==> src/hdl/bulk_array_frame_parser_core_assert.svh <==
// Assertion macros for the bulk array frame parser.
// Included by the top level; needs no package.
`ifndef BULK_ARRAY_FRAME_PARSER_CORE_ASSERT_SVH
`define BULK_ARRAY_FRAME_PARSER_CORE_ASSERT_SVH

// Same-cycle implication, disabled in reset.
`define BAFP_ASSERT_IMP(lbl, clk, rst_n, ante, cons) \
    lbl: assert property (@(posedge clk) disable iff (!rst_n) (ante) |-> (cons)) \
        else $error("bafp assertion failed");

// Next-cycle implication, disabled in reset.
`define BAFP_ASSERT_NXT(lbl, clk, rst_n, ante, cons) \
    lbl: assert property (@(posedge clk) disable iff (!rst_n) (ante) |=> (cons)) \
        else $error("bafp assertion failed");

`endif

==> src/hdl/bafp_pkg.sv <==
// Shared types and constants of the bulk array frame parser.
// No dependencies.
package bafp_pkg;

    localparam logic [3:0] PH_HUNT    = 4'd0;
    localparam logic [3:0] PH_CNT_NUM = 4'd1;
    localparam logic [3:0] PH_CNT_LF  = 4'd2;
    localparam logic [3:0] PH_DOLLAR  = 4'd3;
    localparam logic [3:0] PH_LEN_NUM = 4'd4;
    localparam logic [3:0] PH_LEN_LF  = 4'd5;
    localparam logic [3:0] PH_PAYLOAD = 4'd6;
    localparam logic [3:0] PH_PAY_CR  = 4'd7;
    localparam logic [3:0] PH_PAY_LF  = 4'd8;

    localparam logic [1:0] KIND_DATA = 2'd0;
    localparam logic [1:0] KIND_DONE = 2'd1;
    localparam logic [1:0] KIND_ERR  = 2'd2;

    localparam logic [7:0] CHAR_STAR   = 8'h2A;
    localparam logic [7:0] CHAR_DOLLAR = 8'h24;
    localparam logic [7:0] CHAR_CR     = 8'h0D;
    localparam logic [7:0] CHAR_LF     = 8'h0A;
    localparam logic [7:0] CHAR_ZERO   = 8'h30;
    localparam logic [7:0] CHAR_ONE    = 8'h31;
    localparam logic [7:0] CHAR_NINE   = 8'h39;

    typedef struct packed {
        logic [3:0] phase;
        logic [7:0] acc;
        logic [7:0] declared;
        logic [7:0] cur_field;
        logic [7:0] cur_length;
        logic [7:0] bytes_left;
    } parse_state_t;

    typedef struct packed {
        logic [1:0] kind;
        logic [7:0] data_byte;
        logic [7:0] field_index;
        logic [7:0] field_length;
        logic       first_in_field;
        logic       last_in_field;
        logic [7:0] field_total;
    } result_t;

endpackage

==> src/hdl/bafp_step.sv <==
// One-byte parse step: next parser state and optional result.
// Depends on bafp_pkg.
module bafp_step #(
    parameter int unsigned MAX_FIELDS = 20
) (
    input  bafp_pkg::parse_state_t cur,
    input  logic [7:0]             in_byte,
    output bafp_pkg::parse_state_t nxt,
    output logic                   res_valid,
    output bafp_pkg::result_t      res
);
    import bafp_pkg::*;

    localparam logic [7:0] MAX_CNT = 8'(MAX_FIELDS);

    logic       err;
    logic       is_nz_digit;
    logic [7:0] acc_x10;
    logic [7:0] digit;
    logic [7:0] bl_dec;
    logic [7:0] field_inc;

    assign is_nz_digit = (in_byte >= CHAR_ONE) && (in_byte <= CHAR_NINE);
    assign acc_x10     = {cur.acc[4:0], 3'b000} + {cur.acc[6:0], 1'b0};
    assign digit       = in_byte - CHAR_ZERO;
    assign bl_dec      = (cur.bytes_left != 8'd0) ? cur.bytes_left - 8'd1 : cur.bytes_left;
    assign field_inc   = cur.cur_field + 8'd1;

    always_comb
    begin
        nxt       = cur;
        res_valid = 1'b0;
        res       = '0;
        err       = 1'b0;
        case (cur.phase)
            PH_CNT_NUM, PH_LEN_NUM:
            begin
                if (in_byte == CHAR_CR)
                begin
                    if (cur.acc == 8'd0)
                        err = 1'b1;
                    else if (cur.phase == PH_CNT_NUM)
                        nxt.phase = PH_CNT_LF;
                    else
                        nxt.phase = PH_LEN_LF;
                end
                else if (is_nz_digit)
                    nxt.acc = acc_x10 + digit;
                else if (in_byte == CHAR_ZERO && cur.acc != 8'd0)
                    nxt.acc = acc_x10;
                else
                    err = 1'b1;
            end
            PH_CNT_LF:
            begin
                if (in_byte != CHAR_LF || cur.acc > MAX_CNT)
                    err = 1'b1;
                else
                begin
                    nxt.declared  = cur.acc;
                    nxt.cur_field = 8'd0;
                    nxt.phase     = PH_DOLLAR;
                end
            end
            PH_DOLLAR:
            begin
                if (in_byte != CHAR_DOLLAR)
                    err = 1'b1;
                else
                begin
                    nxt.acc   = 8'd0;
                    nxt.phase = PH_LEN_NUM;
                end
            end
            PH_LEN_LF:
            begin
                if (in_byte != CHAR_LF)
                    err = 1'b1;
                else
                begin
                    nxt.cur_length = cur.acc;
                    nxt.bytes_left = cur.acc;
                    nxt.phase      = (cur.acc != 8'd0) ? PH_PAYLOAD : PH_PAY_CR;
                end
            end
            PH_PAYLOAD:
            begin
                res_valid          = 1'b1;
                res.kind           = KIND_DATA;
                res.data_byte      = in_byte;
                res.field_index    = cur.cur_field;
                res.field_length   = cur.cur_length;
                res.first_in_field = (cur.bytes_left == cur.cur_length);
                res.last_in_field  = (cur.bytes_left <= 8'd1);
                res.field_total    = cur.declared;
                nxt.bytes_left     = bl_dec;
                if (bl_dec == 8'd0)
                    nxt.phase = PH_PAY_CR;
            end
            PH_PAY_CR:
            begin
                if (in_byte != CHAR_CR)
                    err = 1'b1;
                else
                    nxt.phase = PH_PAY_LF;
            end
            PH_PAY_LF:
            begin
                if (in_byte != CHAR_LF)
                    err = 1'b1;
                else if (field_inc >= cur.declared)
                begin
                    res_valid       = 1'b1;
                    res.kind        = KIND_DONE;
                    res.field_total = cur.declared;
                    nxt.phase       = PH_HUNT;
                    nxt.acc         = 8'd0;
                    nxt.cur_field   = 8'd0;
                    nxt.cur_length  = 8'd0;
                    nxt.bytes_left  = 8'd0;
                end
                else
                begin
                    nxt.cur_field = field_inc;
                    nxt.phase     = PH_DOLLAR;
                end
            end
            default:
            begin
                nxt.phase = PH_HUNT;
                if (in_byte == CHAR_STAR)
                begin
                    nxt       = '0;
                    nxt.phase = PH_CNT_NUM;
                end
            end
        endcase
        if (err)
        begin
            res_valid       = 1'b1;
            res             = '0;
            res.kind        = KIND_ERR;
            res.field_total = cur.declared;
            nxt.phase       = PH_HUNT;
            nxt.acc         = 8'd0;
            nxt.cur_field   = 8'd0;
            nxt.cur_length  = 8'd0;
            nxt.bytes_left  = 8'd0;
        end
    end

endmodule

==> src/hdl/bafp_outq.sv <==
// Result register with one skid entry; stall to the source is registered.
// Depends on bafp_pkg.
module bafp_outq (
    input  logic              clk,
    input  logic              rst_n,
    input  logic              push,
    input  bafp_pkg::result_t push_res,
    input  logic              down_stall,
    output logic              out_valid,
    output bafp_pkg::result_t out_res,
    output logic              full
);
    import bafp_pkg::*;

    logic    out_valid_reg;
    logic    out_valid_next;
    logic    skid_valid_reg;
    logic    skid_valid_next;
    result_t out_res_reg;
    result_t out_res_next;
    result_t skid_res_reg;
    result_t skid_res_next;

    always_comb
    begin
        out_valid_next  = out_valid_reg;
        out_res_next    = out_res_reg;
        skid_valid_next = skid_valid_reg;
        skid_res_next   = skid_res_reg;
        if (!out_valid_reg || !down_stall)
        begin
            if (skid_valid_reg)
            begin
                out_valid_next  = 1'b1;
                out_res_next    = skid_res_reg;
                skid_valid_next = 1'b0;
            end
            else
            begin
                out_valid_next = push;
                out_res_next   = push_res;
            end
        end
        else if (push)
        begin
            skid_valid_next = 1'b1;
            skid_res_next   = push_res;
        end
    end

    always_ff @(posedge clk or negedge rst_n)
    begin
        if (!rst_n)
        begin
            out_valid_reg  <= 1'b0;
            skid_valid_reg <= 1'b0;
        end
        else
        begin
            out_valid_reg  <= out_valid_next;
            skid_valid_reg <= skid_valid_next;
        end
    end

    always_ff @(posedge clk)
    begin
        out_res_reg  <= out_res_next;
        skid_res_reg <= skid_res_next;
    end

    assign out_valid = out_valid_reg;
    assign out_res   = out_res_reg;
    assign full      = skid_valid_reg;

endmodule

==> src/hdl/bulk_array_frame_parser_core.sv <==
// Bulk array frame parser: byte-serial recognizer of '*' count / '$' length frames.
// A result is registered at the edge that accepts its byte, in the result register or, if that stalls, the skid.
// Throughput: one byte per cycle while item_stall is low, set by the combinational parse step and state register.
// A one-entry skid behind the result register keeps item_stall registered.
// Reset (rst_n, async, active low): hunting for '*', all counters zero, no result held.
// Depends on bafp_pkg, bafp_step, bafp_outq and the assertion macro header.
`include "bulk_array_frame_parser_core_assert.svh"

module bulk_array_frame_parser_core #(
    parameter int unsigned MAX_FIELDS = 20
) (
    input  logic       clk,
    input  logic       rst_n,
    input  logic       item_valid,
    output logic       item_stall,
    input  logic [7:0] in_byte,
    output logic       result_valid,
    input  logic       result_stall,
    output logic [1:0] kind,
    output logic [7:0] data_byte,
    output logic [7:0] field_index,
    output logic [7:0] field_length,
    output logic       first_in_field,
    output logic       last_in_field,
    output logic [7:0] field_total
);
    import bafp_pkg::*;

    localparam logic [7:0] MAX_CNT = 8'(MAX_FIELDS);

    parse_state_t state_reg;
    parse_state_t state_next;
    parse_state_t step_state;
    logic         step_valid;
    result_t      step_res;
    result_t      out_res;
    logic         accept;

    assign accept = item_valid && !item_stall;

    bafp_step #(
        .MAX_FIELDS (MAX_FIELDS)
    ) u_step (
        .cur       (state_reg),
        .in_byte   (in_byte),
        .nxt       (step_state),
        .res_valid (step_valid),
        .res       (step_res)
    );

    assign state_next = accept ? step_state : state_reg;

    always_ff @(posedge clk or negedge rst_n)
    begin
        if (!rst_n)
        begin
            state_reg <= '{PH_HUNT, 8'd0, 8'd0, 8'd0, 8'd0, 8'd0};
        end
        else
        begin
            state_reg <= state_next;
        end
    end

    bafp_outq u_outq (
        .clk        (clk),
        .rst_n      (rst_n),
        .push       (accept && step_valid),
        .push_res   (step_res),
        .down_stall (result_stall),
        .out_valid  (result_valid),
        .out_res    (out_res),
        .full       (item_stall)
    );

    assign kind           = out_res.kind;
    assign data_byte      = out_res.data_byte;
    assign field_index    = out_res.field_index;
    assign field_length   = out_res.field_length;
    assign first_in_field = out_res.first_in_field;
    assign last_in_field  = out_res.last_in_field;
    assign field_total    = out_res.field_total;

    `BAFP_ASSERT_IMP(a_skid_needs_out, clk, rst_n, item_stall, result_valid)
    `BAFP_ASSERT_NXT(a_skid_drains, clk, rst_n, item_stall && !result_stall, result_valid && !item_stall)
    `BAFP_ASSERT_IMP(a_data_index_range, clk, rst_n, result_valid && kind == KIND_DATA, field_index < field_total)
    `BAFP_ASSERT_IMP(a_payload_nonempty, clk, rst_n, state_reg.phase == PH_PAYLOAD, state_reg.bytes_left != 8'd0)
    `BAFP_ASSERT_IMP(a_count_bounded, clk, rst_n, 1'b1, state_reg.declared <= MAX_CNT)

endmodule

==> config.mk <==
export PLATFORM = sky130hd
export DESIGN_NAME = bulk_array_frame_parser_core
export DESIGN_NICKNAME = d
export VERILOG_FILES = /design/src/hdl/bafp_pkg.sv /design/src/hdl/bafp_step.sv /design/src/hdl/bafp_outq.sv /design/src/hdl/bulk_array_frame_parser_core.sv
export VERILOG_INCLUDE_DIRS = /design/src /design/src/hdl
export SDC_FILE = /design/constraint.sdc
export NUM_CORES = 1
export LEC_CHECK = 0
export BUFFER_PORTS_ARGS = -buffer_cell sky130_fd_sc_hd__buf_2
export CAP_MARGIN = 25
export CELL_PAD_IN_SITES_DETAIL_PLACEMENT = 0
export CELL_PAD_IN_SITES_GLOBAL_PLACEMENT = 1
export CORE_ASPECT_RATIO = 1.75
export CORE_UTILIZATION = 40
export DETAILED_ROUTE_END_ITERATION = 7
export GPL_TIMING_DRIVEN = 0
export PLACE_DENSITY_LB_ADDON = 0.3
export SLEW_MARGIN = 0
export SYNTH_ARGS = -nofsm -noshare
export SYNTH_HDL_FRONTEND = slang
export SYNTH_SLANG_ARGS = --single-unit
==> constraint.sdc <==
create_clock -name clk -period 5 [get_ports clk]
set_input_delay 0.5 -clock clk [delete_from_list [all_inputs] [get_ports clk]]
set_output_delay 0.5 -clock clk [all_outputs]
set_load 0.03 [all_outputs]
==> results of run 1 <==
[critical path, cell delays in order, from the launching register on]
cell and delay [ps]:
dfrtp_1 460, ha_1 300, and3_1 200, nand3_1 90, xnor2_1 170, ha_1 300, nand4_1 80, nor2_1 110
a2111oi_1 140, nor4_1 770, nor3_4 190, buf_2 250, nor3_4 720, buf_16 240
[final timing paths]
kind                                    start                      to  slack (ps)
min in group asynchronous               rst_n           state_reg[14]         480
worst max-delay path            state_reg[16]  u_outq.skid_res_reg[8]         660
worst max register to register  state_reg[16]  u_outq.skid_res_reg[8]         660
worst min-delay path               in_byte[0]           state_reg[32]         430
max in group asynchronous               rst_n             u_outq.full        4030
worst min register to register  state_reg[26]           state_reg[26]         480
[metrics by stage]
stage,cell area [sq um],instances,hold WS [ps]
floorplan,6480,589,204
global placement,6970,827,469
detailed placement,7020,829,368
CTS,7630,861,402
global route,7630,861,443
finish,7630,861,433
[Yosys cell counts, drive strengths merged (2+ instances only)]
master / n
nor4: 10
or4: 2
nor3: 18
o21a: 3
nand4: 4
nand2: 50
a211o: 2
a31oi: 5
and3: 5
o21bai: 2
dfrtp: 46
edfxtp: 72
o31ai: 12
o31a: 2
o41ai: 3
a21oi: 16
a211oi: 6
ha: 26
xor2: 13
mux2i: 4
clkbuf: 21
nand3: 8
nand2b: 9
mux2: 38
fa: 2
o21ai: 39
buf: 10
nor2: 45
nor2b: 3
or3: 2
xnor2: 14
a21boi: 3
or4b: 3
o2111ai: 2
nor4b: 3
and2: 31
nand4b: 2
inv: 25
and4: 2
a21o: 7
a22o: 4
[logic make-up (layout without fill, tap and decap cells)]
kind of cell               Yosys count  after routing  share of synthesized area [%]
AOI/OAI and AO/OA                  115            115                           12.2
DFF                                118            118                           51.1
xor gates and xnor gates            27             27                           3.65
and+or+nand+nor                    203            203                           16.7
buffers and inverters               56            139                           3.34
adders and majority gates           28             28                           5.64
muxes                               42             42                           7.40
[layout make-up]
cell class | instances | area [sq um]
plain buffers | 31 | 123
multi-input cells | 415 | 2960
fillers | 1458 | 8240
clock buffers | 17 | 425
well taps | 189 | 236
inverters | 25 | 93.8
clock inverters | 14 | 175
flip-flops and latches | 118 | 3310
repair buffers | 52 | 303
[cells in the final DEF, fill, tap and decap left out, drive strengths merged, types with 3 or more instances in the layout]
cell type  synthesis  layout
buf               10      61
xnor2             14      14
o41ai              3       3
o21ai             39      39
bufinv             0       3
a21oi             16      16
a21boi             3       3
nor4              10      10
nor2b              3       3
mux2              38      38
nand4              4       4
inv               25      29
nand2             50      50
a31oi              5       5
and3               5       5
nor2              45      45
clkbuf            21      38
or4b               3       3
clkinv             0       7
o21a               3       3
nor4b              3       3
edfxtp            72      72
nor3              18      18
a211oi             6       6
xor2              13      13
a21o               7       7
ha                26      26
mux2i              4       4
a22o               4       4
o31ai             12      12
nand2b             9       9
and2              31      31
nand3              8       8
dfrtp             46      46
[where the power goes]
part	switching [uW]	internal [uW]	total [uW]	leakage [uW]
Combinational	866	383	1250	0.00162
Clock	453	787	1240	0.000298
Sequential	45.2	1230	1270	0.00139
Total	1360	2400	3760	0.00331
[routing by layer]
metal	up-vias	part of all wire (%)
met5	-	0
met4	0	3.4
met3	30	3.6
met2	127	53
met1	2250	39
li1	2296	-
==> results.sh, run 1 <==
export IMPL_cp_max_fo=21
export IMPL_fmax_ghz=0.230
export IMPL_worstHoldPathCells=3
export IMPL_fin_skew_ps=14.7
export IMPL_clockBufferDepth=2
export IMPL_floorplan_die_area_sq_um=16700
export IMPL_largest_register_ffs=44
export IMPL_antenna_found_initial=0
export IMPL_status="finished with violations"
export IMPL_cts_buffers=17
export IMPL_fp_dieW_um=98.2
export IMPL_final_max_slew_viol_count=0
export IMPL_power_uw=3760
export IMPL_io_buffers=49
export IMPL_gp_congestion=0.943
export IMPL_die_height_um=170
export IMPL_hold_buffers=1
export IMPL_synth_async_reset_ratio_pct=39.0
export IMPL_drtAntennaViolNets=0
export IMPL_cts_root_buffer="clkbuf_16"
export IMPL_post_drt_wl_per_cell_um=17.5
export IMPL_max_cap_violations=0
export IMPL_irDropWorstVdd_mv=0.217
export IMPL_cts_sinks=118
export IMPL_drt_initial_drc_count=227
export IMPL_grt_pass1_wl_mm=24.5
export IMPL_grt_pass1_vias=4775
export IMPL_dp_hpwl_mm=11.5
export IMPL_drc=3
export IMPL_met3_usage_pct=3.12
export IMPL_syn_inst=589
export IMPL_met1_usage_pct=21.2
export IMPL_grt_start_max_net_pins=40
export IMPL_nets=700
export IMPL_core_region_area_sq_um=15900
export IMPL_grt_setup_unrepaired="false"
export IMPL_worst_r2r_path_depth=13
export IMPL_clk_pin_slew_worst_paths_ps=50
export IMPL_synth_seq_cells=118
export IMPL_worstSetupPathType="register to register"
export IMPL_cts_resized_gates=0
export IMPL_crit_path_start_kind="register"
export IMPL_avgSynthCellArea_sq_um=11.0
export IMPL_track_usage_pct=19.0
export IMPL_grt_overflow=0
export IMPL_initial_core_util_pct=40.8
export IMPL_io_pins=50
export IMPL_ys_types=68
export IMPL_place_ws_ps=578
export IMPL_h_tree_depth=4
export IMPL_power_per_cell_area_nw_per_um2=493
export IMPL_netlist_top_cell_by_area="edfxtp_1"
export IMPL_drive_gt1_share_pct=21.0
export IMPL_ys_top_cells_by_area="edfxtp_1, dfrtp_1, mux2_2"
export IMPL_crit_required_ps=5110
export IMPL_synth_warnings=0
export IMPL_tns_ps=0
export IMPL_globalRouteMet2Util_pct=35.0
export IMPL_drtPass1Iterations=8
export IMPL_setup_viol=0
export IMPL_tightest_slew_ps=933
export IMPL_ys_flop_type="edfxtp_1"
export IMPL_synth_edff_count=72
export IMPL_synth_nets=629
export IMPL_cts_tree="built"
export IMPL_p_leak_uw=0.00331
export IMPL_clock_latency_ps=410
export IMPL_via_per_inst=5.46
export IMPL_insertedDiodeCount=0
export IMPL_netlist_area_leader_share_pct=33.4
export IMPL_setup_worst_path_end_class="register"
export IMPL_drt_wl_total_mm=15.0
export IMPL_utilization_pct=48.1
export IMPL_dr_total_vias=4703
export IMPL_slew_headroom_pct=37.6
export IMPL_finalCritPeriodShare_pct=86.9
export IMPL_placementRows=61
export IMPL_setup_ws_ps=655
export IMPL_finalHoldViolCount=0
export IMPL_violations="design-rule violations"
export IMPL_areaGrowthSynthToFinish_pct=17.8
export IMPL_top_usage_layer="met2"
export IMPL_period_minus_slack_ps=4340
export IMPL_hold_path_class="input pin to register"
export IMPL_post_cts_buffers=0
export IMPL_crit_arrival_ps=4460
export IMPL_ys_seq_area_share_pct=51.1
export IMPL_syn_area_sq_um=6480
Power figures use the tool's default switching activity.
==> run 2, diff against run 1 <==
--- a/config.mk
+++ b/config.mk
@@ -7,14 +7,13 @@
 export NUM_CORES = 1
 export LEC_CHECK = 0
 export BUFFER_PORTS_ARGS = -buffer_cell sky130_fd_sc_hd__buf_2
-export CAP_MARGIN = 25
+export CAP_MARGIN = 10
 export CELL_PAD_IN_SITES_DETAIL_PLACEMENT = 0
 export CELL_PAD_IN_SITES_GLOBAL_PLACEMENT = 1
-export CORE_ASPECT_RATIO = 1.75
 export CORE_UTILIZATION = 40
 export DETAILED_ROUTE_END_ITERATION = 7
 export GPL_TIMING_DRIVEN = 0
-export PLACE_DENSITY_LB_ADDON = 0.3
+export PLACE_DENSITY = 0.68
 export SLEW_MARGIN = 0
 export SYNTH_ARGS = -nofsm -noshare
 export SYNTH_HDL_FRONTEND = slang
==> run 2 against run 1 <==
Against the previous run: critical path type unchanged; die area decreased by 0.12%; critical path depth unchanged; clock skew decreased by 6.4 ps; critical endpoint unchanged; register-to-register slack got worse by 150 ps; the flow now finishes without violations.
==> results.sh, run 2 (same netlist as run 1, synthesis figures left out) <==
export IMPL_status="finished, final reports clean"
export IMPL_via_per_inst=5.28
export IMPL_die_height_um=129
export IMPL_instances_no_fill=889
export IMPL_finalHoldViolCount=0
export IMPL_slew_headroom_pct=30.2
export IMPL_worst_path_buf_inv=2
export IMPL_clockBufferDepth=2
export IMPL_fin_skew_ps=8.30
export IMPL_post_cts_buffers=0
export IMPL_r2r_start="state_reg[16]"
export IMPL_placementRows=46
export IMPL_drc=0
export IMPL_drt_initial_drc_count=326
export IMPL_tightest_slew_ps=1040
export IMPL_h_tree_depth=4
export IMPL_drtPass1Iterations=5
export IMPL_clock_latency_ps=420
export IMPL_cts_resized_gates=0
export IMPL_final_common_cell="edfxtp_1"
export IMPL_dr_total_vias=4692
export IMPL_period_minus_slack_ps=4500
export IMPL_cts_root_buffer="clkbuf_16"
export IMPL_utilization_pct=48.2
export IMPL_cp_max_fo=19
export IMPL_irDropWorstVdd_mv=0.274
export IMPL_worst_r2r_path_depth=13
export IMPL_grt_pass1_wl_mm=24.8
export IMPL_cts_tree="built"
export IMPL_grt_pass1_vias=4535
export IMPL_post_drt_wl_per_cell_um=17.2
export IMPL_crit_chain="ha_1 -> and3_1 -> nand3_1 -> xnor2_1 -> ha_1 -> nand4_1 -> nor2_1 -> a2111oi_1 -> nor4_1 -> nor3_4 -> buf_2 -> nor3_4 -> buf_8"
export IMPL_hold_path_class="input pin to async pin"
export IMPL_slowest_stage="nor3_4"
export IMPL_register_area_sq_um=3310
export IMPL_antenna_found_initial=0
export IMPL_p_leak_uw=0.00327
export IMPL_crit_required_ps=5110
export IMPL_largest_register_ffs=44
export IMPL_drtAntennaViolNets=0
export IMPL_io_pins=50
export IMPL_max_stage_delay_ps=820
export IMPL_io_buffers=49
export IMPL_cts_sinks=118
export IMPL_finalCritPeriodShare_pct=90.0
export IMPL_nets=700
export IMPL_final_cell_mix="edfxtp_1, buf_2, nand2_1, dfrtp_1, nor2_1"
export IMPL_final_max_slew_viol_count=0
export IMPL_grt_start_max_net_pins=47
export IMPL_drt_wl_total_mm=15.2
export IMPL_track_usage_pct=19.9
export IMPL_fp_dieW_um=129
export IMPL_areaGrowthSynthToFinish_pct=17.6
export IMPL_clk_pin_slew_worst_paths_ps=60
export IMPL_core_region_area_sq_um=15800
export IMPL_floorplan_die_area_sq_um=16700
export IMPL_tns_ps=0
export IMPL_drive_gt1_share_pct=21.1
export IMPL_setup_worst_path_end_class="register"
export IMPL_hold_buffers=0
export IMPL_cts_buffers=17
export IMPL_dp_hpwl_mm=10.9
export IMPL_power_per_cell_area_nw_per_um2=482
export IMPL_grt_setup_unrepaired="false"
export IMPL_grt_overflow=0
export IMPL_r2r_setup_slack_ps=500
export IMPL_crit_path_start_kind="register"
export IMPL_max_cap_violations=0
export IMPL_power_uw=3670
export IMPL_fmax_ghz=0.222
export IMPL_gp_congestion=0.840
export IMPL_setup_viol=0
export IMPL_crit_family="simple AND/OR/NAND/NOR gates"
export IMPL_insertedDiodeCount=0
export IMPL_multi_input_area_sq_um=2960
export IMPL_worstSetupPathType="register to register"
export IMPL_nFillCells=1498
export IMPL_initial_core_util_pct=40.9
export IMPL_crit_arrival_ps=4610
export IMPL_r2r_end="u_outq.skid_res_reg[8]"
export IMPL_placed_cells=856
[run 2: cell count changes in the layout (fill, tap and decap cells not counted), sizes merged]
| cell | previous run | this run |
|---|---|---|
| clkinvlp | 0 | 4 |
| inv | 29 | 27 |
| buf | 61 | 62 |
| clkinv | 7 | 8 |
| dlygate4sd3 | 1 | 0 |
| bufinv | 3 | 1 |
[run 2: through the flow]
step	area (sq um)	worst slack, ps	hold WS, ps
final	7620	501	26.9
after global routing	7620	103	42.6
after CTS	7600	397	328
after detailed placement	7040	442	471
after global placement	7000	-802	468
after floorplan	6480	614	204
[run 2: layout make-up]
type | instances | share of cell area (%)
clock buffers | 17 | 5.58
clock inverters | 15 | 1.72
flip-flops and latches | 118 | 43.5
plain buffers | 31 | 1.61
repair buffers | 52 | 3.94
well taps | 216 | 3.55
inverters | 25 | 1.23
multi-input cells | 415 | 38.9
[run 2: power breakdown]
part / switching [uW] / leakage, uW / internal (uW) / total, uW
clock: 459 / 0.000263 / 682 / 1140
combinational: 872 / 0.00162 / 387 / 1260
sequential: 46.1 / 0.00139 / 1220 / 1270
[run 2: how the worst max path moves through the flow]
stage / start / endpoint / slack [ps] / depth (start not counted)
5_1_grt: state_reg[16] / u_outq.skid_res_reg[8] / 100 / 13
3_5_place_dp: state_reg[16] / u_outq.skid_res_reg[8] / 440 / 13
3_3_place_gp: state_reg[16] / u_outq.skid_res_reg[8] / -800 / 12
4_1_cts: state_reg[16] / u_outq.skid_res_reg[8] / 400 / 13
6_report: state_reg[16] / u_outq.skid_res_reg[8] / 500 / 13
2_1_floorplan: state_reg[16] / u_outq.skid_res_reg[0] / 610 / 12
[run 2: routing by layer]
metal,track usage (%),part of all wire [%],routed length [um]
met5,0,0,0
met4,5.61,0.78,119
met3,4.46,3.5,540
met2,31.5,47,7160
met1,27.3,49,7430
==> run 3, diff against run 2 <==
--- a/config.mk
+++ b/config.mk
@@ -8,12 +8,11 @@
 export LEC_CHECK = 0
 export BUFFER_PORTS_ARGS = -buffer_cell sky130_fd_sc_hd__buf_2
 export CAP_MARGIN = 10
-export CELL_PAD_IN_SITES_DETAIL_PLACEMENT = 0
-export CELL_PAD_IN_SITES_GLOBAL_PLACEMENT = 1
+export CORE_ASPECT_RATIO = 0.5
 export CORE_UTILIZATION = 40
 export DETAILED_ROUTE_END_ITERATION = 7
 export GPL_TIMING_DRIVEN = 0
-export PLACE_DENSITY = 0.68
+export PLACE_DENSITY = 0.54
 export SLEW_MARGIN = 0
 export SYNTH_ARGS = -nofsm -noshare
 export SYNTH_HDL_FRONTEND = slang
==> constraint.sdc (replaced) <==
create_clock -name clk -period 5.4 [get_ports clk]
set_input_delay 0.54 -clock clk [delete_from_list [all_inputs] [get_ports clk]]
set_output_delay 0.54 -clock clk [all_outputs]
set_load 0.03 [all_outputs]
==> run 3 against run 2 <==
Against the previous run: clock power hardly changed; clock skew is 1.5 ps lower; register-to-register slack better by 560 ps; fmax is 3.6% higher; routed wire length is 2.2% higher; largest cell class unchanged.
==> results.sh, run 3 (same netlist as run 1, synthesis figures left out) <==
export IMPL_status="finished, final reports clean"
export IMPL_clock_latency_ps=410
export IMPL_h_tree_depth=4
export IMPL_period_minus_slack_ps=4340
export IMPL_finalCritPeriodShare_pct=80.4
export IMPL_final_max_slew_viol_count=0
export IMPL_r2r_start="state_reg[17]"
export IMPL_cts_buffers=17
export IMPL_crit_path_start_kind="register"
export IMPL_crit_arrival_ps=4510
export IMPL_drc=0
export IMPL_dpl_cell_area_sq_um=7060
export IMPL_track_usage_pct=19.8
export IMPL_dr_total_vias=4754
export IMPL_clk_pin_slew_worst_paths_ps=60
export IMPL_finalHoldViolCount=0
export IMPL_via_per_inst=5.42
export IMPL_max_cap_violations=0
export IMPL_placementRows=32
export IMPL_fin_skew_ps=6.82
export IMPL_drt_wl_total_mm=15.6
export IMPL_irDropWorstVdd_mv=0.217
export IMPL_cts_tree="built"
export IMPL_postLayoutCellArea_sq_um=7680
export IMPL_crit_required_ps=5560
export IMPL_slew_headroom_pct=31.8
export IMPL_instances_no_fill=877
export IMPL_drtPass1Iterations=5
export IMPL_fp_dieW_um=182
export IMPL_fmax_ghz=0.230
export IMPL_placed_cells=845
export IMPL_p_leak_uw=0.00332
export IMPL_insertedDiodeCount=0
export IMPL_grt_start_max_net_pins=47
export IMPL_worstSetupPathType="register to register"
export IMPL_grt_setup_unrepaired="false"
export IMPL_setup_viol=0
export IMPL_utilization_pct=49.2
export IMPL_initial_core_util_pct=41.5
export IMPL_hold_path_class="input pin to async pin"
export IMPL_core_region_area_sq_um=15600
export IMPL_drtAntennaViolNets=0
export IMPL_grt_overflow=0
export IMPL_floorplan_die_area_sq_um=16700
export IMPL_io_pins=50
export IMPL_nFillCells=1459
export IMPL_cts_root_buffer="clkbuf_16"
export IMPL_cp_max_fo=19
export IMPL_power_per_cell_area_nw_per_um2=456
export IMPL_largest_register_ffs=44
export IMPL_nets=701
export IMPL_grt_pass1_wl_mm=25.0
export IMPL_final_common_cell="edfxtp_1"
export IMPL_clockBufferDepth=2
export IMPL_startpoint="state_reg[17]"
export IMPL_dp_hpwl_mm=11.4
export IMPL_post_cts_buffers=0
export IMPL_tightest_slew_ps=1020
export IMPL_cts_sinks=118
export IMPL_post_drt_wl_per_cell_um=17.8
export IMPL_die_height_um=92
export IMPL_drive_gt1_share_pct=21.2
export IMPL_drt_initial_drc_count=327
export IMPL_final_cell_mix="edfxtp_1, buf_2, nand2_1, dfrtp_1, nor2_1"
export IMPL_gp_congestion=0.876
export IMPL_areaGrowthSynthToFinish_pct=18.5
export IMPL_io_buffers=49
export IMPL_hold_buffers=0
export IMPL_antenna_found_initial=0
export IMPL_setup_worst_path_end_class="register"
export IMPL_cts_resized_gates=0
export IMPL_grt_pass1_vias=4548
[run 3: cell types whose count changed in the layout (fill, tap and decap cells not counted)]
cell / change
buf_12: -1
buf_16: +2
bufinv_16: +2
clkbuf_8: +1
clkinv_1: -1
clkinv_2: +2
clkinv_4: -2
clkinvlp_4: -2
inv_6: -1
[run 3: area by class of cell]
type,count,area [sq um],area share (%)
buffer,31,123,1.60
clock buffer,18,439,5.72
clock inverter,13,156,2.04
inverter,25,93.8,1.22
multi-input combinational,415,2960,38.6
sequential,118,3310,43.1
tap,204,255,3.32
timing repair buffer,53,335,4.37
[run 3: per-layer routing]
layer | part of all wire, % | up-vias | global-route usage (%)
met4 | 1.0 | 0 | 5.39
met5 | 0 | - | 0
met2 | 42 | 122 | 29.1
li1 | - | 2292 | -
met3 | 5.2 | 15 | 4.77
met1 | 52 | 2325 | 29.1
[run 3: worst paths after layout]
path                                           end  slack [ps]  cells past startpoint
setup reg to reg           u_outq.skid_res_reg[14]        1060                     14
hold reg to reg                      state_reg[27]         480                      2
min in group clk                     state_reg[32]         460                      3
hold / removal                       state_reg[40]          60                      1
setup / recovery           u_outq.skid_res_reg[14]        1060                     14
max in group asynchronous            state_reg[20]        4820                      2
[run 3: report_power, final]
part | switching [uW] | total, uW | internal, uW
Clock | 404 | 1140 | 732
Sequential | 44.3 | 1180 | 1130
Combinational | 824 | 1190 | 367
[run 3: critical path, stage by stage, from the launching register on]
cell and delay [ps]:
dfrtp_1 460, ha_1 290, and3_1 200, nand3_1 100, xnor2_1 220, ha_1 280, nand4_1 80, nor2_1 50
a2111oi_1 810, nor4_1 320, nor3_4 500, buf_2 330, nor3_4 70, buf_8 190, buf_16 170
[run 3: metrics by stage]
stage / hold slack [ps] / TNS, ps / setup slack [ps] / power, uW
floorplan: 244 / 0 / 1010 / 2030
global placement: 467 / -12000 / -335 / 2340
finish: 57.2 / 0 / 1060 / 3510
global route: 67.1 / 0 / 707 / 3680
CTS: 380 / 0 / 1100 / 3520
detailed placement: 472 / 0 / 1150 / 2380
